`config.mk`:
```
export PLATFORM = sky130hd
export DESIGN_NAME = ffha_ram
export DESIGN_NICKNAME = d
export VERILOG_FILES = /design/src/design/ffha_ram.sv
export SDC_FILE = /design/constraint.sdc
export NUM_CORES = 1
export LEC_CHECK = 0
export ABC_CLOCK_PERIOD_IN_PS = 2160
export BUFFER_PORTS_ARGS = -buffer_cell sky130_fd_sc_hd__buf_2
export CORE_MARGIN = 3
export CORE_UTILIZATION = 51
export CTS_BUF_LIST = sky130_fd_sc_hd__clkbuf_16
export DETAILED_ROUTE_END_ITERATION = 8
export GPL_ROUTABILITY_DRIVEN = 0
export PLACE_DENSITY = 0.65
export SLEW_MARGIN = 25
export SYNTH_ARGS = -nofsm -noshare
export SYNTH_HDL_FRONTEND = slang
export SYNTH_SLANG_ARGS = --single-unit
```
`constraint.sdc`:
```
create_clock -name clock -period 2.16 [get_ports clock]
set_input_delay 0.216 -clock clock [delete_from_list [all_inputs] [get_ports clock]]
set_output_delay 0.216 -clock clock [all_outputs]
set_load 0.005 [all_outputs]
```
`src/design/ffha_ram.sv`:
```
`timescale 1ns / 1ps
module ffha_ram #(
   parameter int WIDTH = 8,
   parameter int DEPTH = 16
) (
   input  logic                     clock,
   input  logic                     wr_en,
   input  logic [$clog2(DEPTH)-1:0] wr_addr,
   input  logic [WIDTH-1:0]         wr_data,
   input  logic [$clog2(DEPTH)-1:0] rd_addr,
   output logic [WIDTH-1:0]         rd_data
);
   logic [WIDTH-1:0] mem [DEPTH];

   always_ff @(posedge clock) begin
      if (wr_en) begin
         mem[wr_addr] <= wr_data;
      end
      rd_data <= mem[rd_addr];
   end
endmodule

```
---- Word-level counts from Yosys, hierarchy flattened ----
Memory sizes are Yosys's and may differ from the RTL's. A register that Yosys moved wholly into a read port is not among the register bits.
Index checks and enable logic that the tools add are counted.
operators by class
  mux-type cells .......................... 2
operator list
  kind    count
  $mux 1  2
storage, ports and cells
  memories ................................ 1
  RAM bits ................................ 128
  bits in registers ....................... 0
  output and inout bits ................... 8
  bits of input ports ..................... 18
  logic and storage cells ................. 3
memories
  name  depth  width  rd ports  clocked after memory_dff  wr ports  line  RTL
  mem   16     8      1         1                         1         13    logic [WIDTH-1:0] mem [DEPTH];

---- Longest topological paths before layout ----
Gate-level depths: netlist of the first run.
  word-level depth ........................ 2
  depth in mapped cells ................... 5
  depth with buffers taken out ............ 3

---- Worst setup path before layout of the first run ----
No wires, ideal clock.
  kind .................................... input port to flip-flop
  start ................................... input port wr_addr[2]
  end ..................................... memory mem[0][0], enable pin
  path buffers ............................ 0
  data required time ...................... 1.777 ns
  cell stages on the path ................. 2
  library setup time ...................... 0.383 ns
  path slack .............................. 0.451 ns
  arrival ................................. 1.326 ns
  cells stage by stage .................... or3b_2 nor3_1
RTL lines
  element      line  RTL
  from (decl)  8     input logic [$clog2(DEPTH)-1:0] wr_addr,
  to (decl)    13
Straight into the memory's write port.

==> results.json, run 1 <==
{
  "status": "finished clean",
  "worst_r2r_path_depth": 3,
  "finalNetCount": 299,
  "pin_count": 26,
  "avgRoutedWirePerCell_um": 21.9,
  "r2r_start": "mem[1][0]$_DFFE_PP_",
  "rsz0062_at_grt": "false",
  "syn-num-nets": 247,
  "synth.largest_area_cell": "edfxtp_1",
  "cts-hold-fix-buffers": 0,
  "relSlewSlack_pct": 50.4,
  "overflow": 0,
  "setup_violations": 0,
  "drt_wl_total_um": 9340,
  "syn_area_um2": 5150,
  "syn_to_final_growth_pct": 17.9,
  "p_sw_share_pct": 20.8,
  "async_flop_share_pct": 0,
  "cts_sinks": 136,
  "p_int_mw": 4.65,
  "r2r_end": "rd_data[0]$_DFF_P_",
  "hold_viol": 0,
  "dieArea_um2": 11300,
  "ir_drop_mv": 0.478,
  "holdPathEnd": "mem[7][2]$_DFFE_PP_",
  "antenna_found_initial": 0,
  "max_slew.worst_pin.slew_ps": 742,
  "grt_pass1_vias": 2436,
  "clock-skew-final_ps": 10.2,
  "cts_buffers": 17,
  "fillCellCount": 698,
  "ant_nets": 0,
  "holdPathStages": 1,
  "postSynthCellCount": 229,
  "htree_levels": 4,
  "ys_warn_count": 0,
  "die_w_um": 106,
  "cp_max_fo": 1,
  "synth_edf_count": 128,
  "drc": 0,
  "reg2reg_slack_ps": 770,
  "dpl.hpwl_um": 5730,
  "power.switching_mw": 1.22,
  "synthTopCellsByArea": "edfxtp_1, mux4_2, mux4_1",
  "synth.distinct_cells": 19,
  "grtUsageTotal_pct": 18.3,
  "clock_latency_ps": 410,
  "place_inst": 395,
  "p_seq_share_pct": 50.6,
  "cts_tree": "built",
  "post_cts_buffers": 0,
  "post_cts_resized": 0,
  "pwr-share-comb_pct": 4.5,
  "cp.arrival_ps": 1670,
  "hp-start": "wr_data[2]",
  "drv_cap": 0,
  "finalNonFillerCells": 427,
  "end_kind": "flop",
  "min_period_over_period_pct": 64.4,
  "finalSetupTns_ps": 0,
  "root_buffer": "clkbuf_16",
  "portBuffers": 25,
  "powerDensity_nw_per_um2": 967,
  "coreArea_um2": 9770,
  "start_util_pct": 52.7,
  "pwr-share-clk_pct": 45.0,
  "vias": 2381,
  "setup.worst_path.class": "flop to flop",
  "clk_pin_slew_ps": 60,
  "p_leak_nw": 2.06,
  "hold_class": "primary input to flop",
  "cts_buffer_depth": 2,
  "slew_violations": 0,
  "first_iter_violations": 161,
  "final_layout_size_suffix_gt1_share_pct": 31.3,
  "grt_max_degree": 33,
  "first_pass_iters": 4,
  "ys_seq_elements": 136,
  "grt_pass1_wl_um": 14500,
  "synth_ff_type": "edfxtp_1",
  "seq_area_frac_synth_pct": 77.8,
  "avgSynthCellArea_um2": 22.5,
  "vias_per_cell": 5.58,
  "antenna_cells": 0,
  "synth.top_cell.area_share_pct": 74.7,
  "num_rows": 36,
  "crit_required_ps": 2440,
  "clock.fmax_mhz": 719,
  "die_h_um": 106,
  "start_kind": "flop",
  "fin_crit_ps": 1390
}
==> layout by cell type (no fill, tap or decap), types with 4 or more instances in the layout <==
| cell type | n |
|---|---|
| edfxtp_1 | 128 |
| nand2_1 | 9 |
| clkbuf_16 | 17 |
| clkinvlp_4 | 5 |
| buf_2 | 25 |
| dfxtp_1 | 8 |
| nor2_1 | 13 |
| buf_4 | 16 |
| clkinv_4 | 4 |
| mux4_2 | 18 |
| a22oi_1 | 16 |
| mux4_1 | 14 |
| nor3_1 | 4 |
==> synthesized netlist by cell type (all sizes together), types with 2 or more instances <==
cell           count
a22oi             16
nand3b             2
dfxtp              8
buf                7
nor2              13
clkdlybuf4s25      3
edfxtp           128
nand2              9
mux4              32
nor3               4
nand2b             2
==> layout make-up <==
class | count | area [um2] | area share (%)
Sequential cell | 136 | 4000 | 66.0
Multi-Input combinational cell | 83 | 1060 | 17.4
Clock buffer | 17 | 425 | 7.01
Timing Repair Buffer | 43 | 285 | 4.70
Tap cell | 133 | 166 | 2.74
Clock inverter | 15 | 133 | 2.18
==> cells by family after synthesis <==
family          synth area share [%]
mux                             15.0
compound gates                  2.33
simple gates                    3.18
buf+inv                         1.68
flops                           77.8
==> layer usage <==
layer	vias to the layer above	GRT usage, %	part of all wire [%]
li1	1078	-	-
met1	1231	26.1	43
met2	58	28.2	50
met3	14	3.95	6.0
met4	0	6.58	1.4
met5	-	0	0
==> registers in the layout, summed over array words and instances, names as in the netlist <==
signal   cells
rd_data      8
mem        128
==> worst max path at each step <==
stage,slack (ps),cells past startpoint,from,end
3_3_place_gp,460,5,rd_addr[0],rd_data[3]$_DFF_P_
3_5_place_dp,460,5,rd_addr[0],rd_data[4]$_DFF_P_
4_1_cts,760,3,mem[9][4]$_DFFE_PP_,rd_data[4]$_DFF_P_
5_1_grt,710,3,mem[1][0]$_DFFE_PP_,rd_data[0]$_DFF_P_
2_1_floorplan,450,2,wr_addr[2],mem[0][0]$_DFFE_PP_
6_report,770,3,mem[1][0]$_DFFE_PP_,rd_data[0]$_DFF_P_
==> power groups by stage <==
stage / clock network [mW] / logic, mW / registers, mW
2_1_floorplan: 0 / 0.150 / 3.02
3_3_place_gp: 0 / 0.265 / 3.02
3_5_place_dp: 0 / 0.270 / 3.02
4_1_cts: 2.71 / 0.270 / 2.97
5_1_grt: 2.82 / 0.288 / 2.97
6_report: 2.64 / 0.263 / 2.97
==> worst max-delay path, cell delays in order (launching register included) <==
cell	delay, ps
edfxtp_1	380
mux4_1	530
a22oi_1	280
nand2_1	80
==> stage by stage <==
stage / power, mW / area (um2) / utilization (%) / hold WS [ps] / setup slack (ps)
after floorplan: 3.17 / 5150 / - / 315 / 451
after global placement: 3.29 / 5510 / 56.4 / 596 / 464
after detailed placement: 3.29 / 5510 / 56.4 / 595 / 462
after CTS: 5.95 / 6070 / 62.1 / 179 / 762
after global routing: 6.08 / 6070 / 62.1 / 193 / 711
final: 5.87 / 6070 / 62.1 / 186 / 769
Power figures use the tool's default switching activity.
==> run 2: changes to the inputs <==
--- a/config.mk
+++ b/config.mk
@@ -5,7 +5,7 @@
 export SDC_FILE = /design/constraint.sdc
 export NUM_CORES = 1
 export LEC_CHECK = 0
-export ABC_CLOCK_PERIOD_IN_PS = 2160
+export ABC_CLOCK_PERIOD_IN_PS = 1400
 export BUFFER_PORTS_ARGS = -buffer_cell sky130_fd_sc_hd__buf_2
 export CORE_MARGIN = 3
 export CORE_UTILIZATION = 51
==> constraint.sdc (replaced) <==
create_clock -name clock -period 1.4 [get_ports clock]
set_input_delay 0.14 -clock clock [delete_from_list [all_inputs] [get_ports clock]]
set_output_delay 0.14 -clock clock [all_outputs]
set_load 0.005 [all_outputs]
==> run 2 against run 1 <==
  * Cell count rose by 1.9%
  * Worst hold slack got worse by 77 ps
  * Critical endpoint is now rd_data[5]$_DFF_P_
  * Utilization rose by 1.1 points
  * Sequential power rose by 54%
  * Largest cell class unchanged
  * Global-route usage barely moved
  * Cell area rose by 1.8%
  * Non-clock buffer count rose by 8
  * First-iteration DRC count rose by 2.5%
  * Die area did not move
==> results.json, run 2 (same netlist as run 1, synthesis figures left out) <==
{
  "status": "finished clean",
  "hp-start": "wr_data[5]",
  "setup.worst_path.class": "flop to flop",
  "clock.fmax_mhz": 747,
  "fillCellCount": 694,
  "grt_pass1_vias": 2577,
  "antenna_found_initial": 0,
  "relSlewSlack_pct": 46.5,
  "start_kind": "flop",
  "vias_per_cell": 5.60,
  "dp_slack_ps": -164,
  "root_buffer": "clkbuf_16",
  "grt_pass1_wl_um": 14600,
  "holdPathStages": 1,
  "setup_violations": 0,
  "dpl.hpwl_um": 6140,
  "finalSetupTns_ps": 0,
  "cp_max_fo": 1,
  "clock-skew-final_ps": 12.3,
  "reg_top3": "mem: 128 flops, rd_data: 8 flops",
  "fin_crit_ps": 1340,
  "reg2reg_slack_ps": 60,
  "clock_latency_ps": 410,
  "drc": 0,
  "holdPathEnd": "mem[12][5]$_DFFE_PP_",
  "coreArea_um2": 9770,
  "slew_violations": 0,
  "mostFrequentLayoutCell": "edfxtp_1",
  "ir_drop_mv": 0.777,
  "hold_viol": 0,
  "syn_to_final_growth_pct": 20.0,
  "ant_nets": 0,
  "drv_cap": 0,
  "max_slew.worst_pin.slew_ps": 799,
  "num_rows": 36,
  "avgRoutedWirePerCell_um": 21.6,
  "drt_wl_total_um": 9380,
  "rsz0062_at_grt": "false",
  "r2r_end": "rd_data[5]$_DFF_P_",
  "first_iter_violations": 165,
  "hold_class": "primary input to flop",
  "largest_register_ffs": 128,
  "worst_r2r_path_depth": 3,
  "pin_count": 26,
  "overflow": 0,
  "finalNetCount": 307,
  "first_pass_iters": 4,
  "grt_max_degree": 21,
  "die_w_um": 106,
  "clk_pin_slew_ps": 70,
  "cp.arrival_ps": 1620,
  "final_cell_mix": "edfxtp_1, buf_2, buf_4",
  "crit_required_ps": 1680,
  "cts_sinks": 136,
  "portBuffers": 25,
  "p_leak_nw": 2.11,
  "grtUsageTotal_pct": 18.3,
  "final_layout_size_suffix_gt1_share_pct": 34.1,
  "powerDensity_nw_per_um2": 1490,
  "fin_ws_ps": 60.4,
  "htree_levels": 4,
  "min_period_over_period_pct": 95.7,
  "die_h_um": 106,
  "antenna_cells": 0,
  "r2r_start": "mem[9][5]$_DFFE_PP_",
  "cts_buffer_depth": 2,
  "p_total_mw": 9.20,
  "cts_buffers": 17,
  "top_register": "mem",
  "start_util_pct": 52.7,
  "cts_tree": "built",
  "vias": 2437,
  "dieArea_um2": 11300,
  "end_kind": "flop"
}
[run 2: cell count changes in the layout (fill, tap and decap cells not counted), moves of 2 or more]
| cell | before | now |
|---|---|---|
| buf_12 | 2 | 4 |
| inv_6 | 2 | 4 |
| inv_8 | 0 | 2 |
| buf_4 | 16 | 22 |
| clkinv_4 | 4 | 1 |
[run 2: worst max-delay path, stage by stage (launching register included)]
cell and delay [ps]:
edfxtp_1 350, mux4_1 510, a22oi_1 290, nand2_1 70
[run 2: timing repair]
action	CTS	global route
hold buffers	0	0
buffers inserted	0	0
setup endpoints to repair	0	1
gates resized for setup	0	1
[run 2: per-stage QoR]
step	std cells	hold slack (ps)	util (%)	area (um2)
2_1_floorplan	229	239	-	5150
3_3_place_gp	403	519	57.3	5600
3_5_place_dp	403	519	57.3	5600
4_1_cts	435	102	63.2	6170
5_1_grt	435	114	63.2	6180
6_report	435	109	63.2	6180
[run 2: report_power, final]
part | switching [mW] | internal (mW)
logic | 0.232 | 0.204
clock network | 1.71 | 2.48
registers | 0.0255 | 4.55
total | 1.97 | 7.24
[run 2: how the worst max path moves through the flow]
| stage | start | end | slack (ps) | cells after the start |
|---|---|---|---|---|
| final | mem[9][5]$_DFFE_PP_ | rd_data[5]$_DFF_P_ | 60 | 3 |
| after detailed placement | rd_addr[0] | rd_data[6]$_DFF_P_ | -160 | 6 |
| after global placement | rd_addr[0] | rd_data[6]$_DFF_P_ | -140 | 6 |
| after floorplan | wr_addr[2] | mem[3][0]$_DFFE_PP_ | -6 | 2 |
| after global routing | mem[9][5]$_DFFE_PP_ | rd_data[5]$_DFF_P_ | 5 | 3 |
| after CTS | mem[2][2]$_DFFE_PP_ | rd_data[2]$_DFF_P_ | 40 | 3 |
[run 2: layout make-up]
type | instances | area (um2) | share of cell area (%)
Sequential cell | 136 | 4000 | 64.8
Multi-Input combinational cell | 83 | 1070 | 17.3
Clock buffer | 17 | 425 | 6.89
Timing Repair Buffer | 51 | 370 | 5.99
Tap cell | 133 | 166 | 2.69
Clock inverter | 15 | 145 | 2.35
[run 2: layer usage]
metal / track usage (%) / part of all wire (%) / vias to the layer above / wire length [um]
met4: 5.48 / 0.61 / 0 / 57
met5: 0 / 0 / - / 0
met2: 29.4 / 52 / 67 / 4890
met3: 4.92 / 5.8 / 8 / 542
li1: - / - / 1092 / -
met1: 24.8 / 41 / 1270 / 3890
==> run 3: changes to the inputs <==
--- a/config.mk
+++ b/config.mk
@@ -5,14 +5,14 @@
 export SDC_FILE = /design/constraint.sdc
 export NUM_CORES = 1
 export LEC_CHECK = 0
-export ABC_CLOCK_PERIOD_IN_PS = 1400
+export ABC_CLOCK_PERIOD_IN_PS = 1200
 export BUFFER_PORTS_ARGS = -buffer_cell sky130_fd_sc_hd__buf_2
 export CORE_MARGIN = 3
 export CORE_UTILIZATION = 51
 export CTS_BUF_LIST = sky130_fd_sc_hd__clkbuf_16
 export DETAILED_ROUTE_END_ITERATION = 8
 export GPL_ROUTABILITY_DRIVEN = 0
-export PLACE_DENSITY = 0.65
+export PLACE_DENSITY = 0.68
 export SLEW_MARGIN = 25
 export SYNTH_ARGS = -nofsm -noshare
 export SYNTH_HDL_FRONTEND = slang
==> constraint.sdc (replaced) <==
create_clock -name clock -period 1.2 [get_ports clock]
set_input_delay 0.12 -clock clock [delete_from_list [all_inputs] [get_ports clock]]
set_output_delay 0.12 -clock clock [all_outputs]
set_load 0.005 [all_outputs]
==> run 3 against run 2 <==
  * The run now ends with negative setup slack left
  * Count of clock-buffer cells in the layout did not move
  * Sequential cell count did not move
  * Worst hold slack got worse by 11 ps
  * Clock power rose by 26%
  * Critical path type unchanged
  * Largest cell class unchanged
==> results.json, run 3 (same netlist as run 1, synthesis figures left out) <==
{
  "status": "complete, but fails checks",
  "violations": "negative setup slack",
  "antenna_cells": 0,
  "grt_use_met3_pct": 4.68,
  "syn_to_final_growth_pct": 23.0,
  "cts_buffers": 17,
  "powerDensity_nw_per_um2": 1770,
  "slew_violations": 0,
  "finalNetCount": 317,
  "start_kind": "flop",
  "hold_viol": 0,
  "final_cell_mix": "edfxtp_1, mux4_2, buf_4",
  "die_h_um": 106,
  "p_total_mw": 11.2,
  "cts_buffer_depth": 2,
  "use_met1_pct": 26.7,
  "clock-skew-final_ps": 4.82,
  "cts_sinks": 136,
  "final_layout_size_suffix_gt1_share_pct": 44.6,
  "fin_util_pct": 64.8,
  "fin_crit_ps": 1280,
  "crit_chain": "mux4_2, a22oi_2, nand2_1",
  "mostFrequentLayoutCell": "edfxtp_1",
  "root_buffer": "clkbuf_16",
  "holdPathStages": 1,
  "relSlewSlack_pct": 35.3,
  "overflow": 0,
  "top_register": "mem",
  "critPathLaunch": "mem[2][2]$_DFFE_PP_",
  "drc": 0,
  "cp_num_cells": 3,
  "drv_cap": 0,
  "end_kind": "flop",
  "die_w_um": 106,
  "clock_latency_ps": 410,
  "r2r_start": "mem[2][2]$_DFFE_PP_",
  "place_inst": 413,
  "coreArea_um2": 9770,
  "vias_per_cell": 5.59,
  "rsz0062_at_grt": "true",
  "drt_wl_total_um": 9910,
  "fillCellCount": 690,
  "grt_pass1_vias": 2632,
  "cts_tree": "built",
  "crit_family": "multiplexers",
  "pin_count": 26,
  "crit_path_max_incr_delay_ps": 480,
  "first_pass_iters": 4,
  "vias": 2486,
  "top_usage_layer": "met2",
  "multiInputGateArea_um2": 1090,
  "cp_max_fo": 1,
  "dpl.hpwl_um": 6600,
  "hold_class": "primary input to flop",
  "dieArea_um2": 11300,
  "avgRoutedWirePerCell_um": 22.3,
  "htree_levels": 4,
  "seq_area_um2": 4000,
  "min_period_over_period_pct": 107,
  "critPathCapture": "rd_data[2]$_DFF_P_",
  "dp_slack_ps": -347,
  "crit_required_ps": 1490,
  "use_met2_pct": 31.3,
  "largest_register_ffs": 128,
  "fin_ws_ps": -84.9,
  "reg2reg_slack_ps": -80,
  "setup_violations": 8,
  "max_slew.worst_pin.slew_ps": 966,
  "setup.worst_path.class": "flop to flop",
  "p_leak_nw": 2.16,
  "holdWs_ps": 97.5,
  "clock.fmax_mhz": 778,
  "ir_drop_mv": 0.923,
  "portBuffers": 25,
  "num_rows": 36,
  "finalNonFillerCells": 445,
  "grt_pass1_wl_um": 15600,
  "clk_pin_slew_ps": 60,
  "grtUsageTotal_pct": 19.5,
  "r2r_end": "rd_data[2]$_DFF_P_",
  "cp.arrival_ps": 1570,
  "antenna_found_initial": 0,
  "reg_top3": "mem: 128 flops, rd_data: 8 flops",
  "start_util_pct": 52.7,
  "first_iter_violations": 205,
  "ant_nets": 0,
  "cp_num_buf_inv": 0,
  "grt_max_degree": 18,
  "cp_slowest_cell": "mux4_2",
  "worst_r2r_path_depth": 3
}
run 3: worst min-delay path by stage:
stage | from | end
after floorplan | wr_data[0] | mem[0][0]$_DFFE_PP_
after global placement | rd_data[5]$_DFF_P_ | rd_data[5]
after detailed placement | rd_data[4]$_DFF_P_ | rd_data[4]
after CTS | wr_data[0] | mem[9][0]$_DFFE_PP_
after global routing | wr_data[0] | mem[9][0]$_DFFE_PP_
final | wr_data[2] | mem[10][2]$_DFFE_PP_
run 3: routing by layer:
metal / share of wire, % / wire [um]
met1: 42 / 4140
met2: 51 / 5010
met3: 6.4 / 634
met4: 1.2 / 120
met5: 0 / 0
run 3: through the flow:
step / TNS, ps / cell area (um2)
6_report: -327 / 6330
5_1_grt: -708 / 6330
2_1_floorplan: -353 / 5190
3_3_place_gp: -7250 / 5710
3_5_place_dp: -10180 / 5710
4_1_cts: -386 / 6320
run 3: worst reg2reg max path, cell delays in order, from the launching register on:
cell,delay [ps]
edfxtp_1,380
mux4_2,480
a22oi_2,210
nand2_1,100
run 3: layout make-up:
| type | instances | share of cell area, % |
|---|---|---|
| Timing Repair Buffer | 61 | 7.23 |
| Sequential cell | 136 | 63.2 |
| Tap cell | 133 | 2.63 |
| Multi-Input combinational cell | 83 | 17.2 |
| Clock inverter | 15 | 2.96 |
| Clock buffer | 17 | 6.72 |
run 3: what timing repair did:
| action | in CTS | in global routing |
|---|---|---|
| buffers inserted | 0 | 0 |
| endpoints found under the setup margin | 8 | 8 |
| resized for setup | 16 | 2 |
| pin swaps | 7 | 1 |
| hold buffers | 0 | 0 |
run 3: power by group:
group / internal, mW / switching [mW]
clock network: 3.45 / 1.86
registers: 5.31 / 0.0339
logic: 0.265 / 0.299
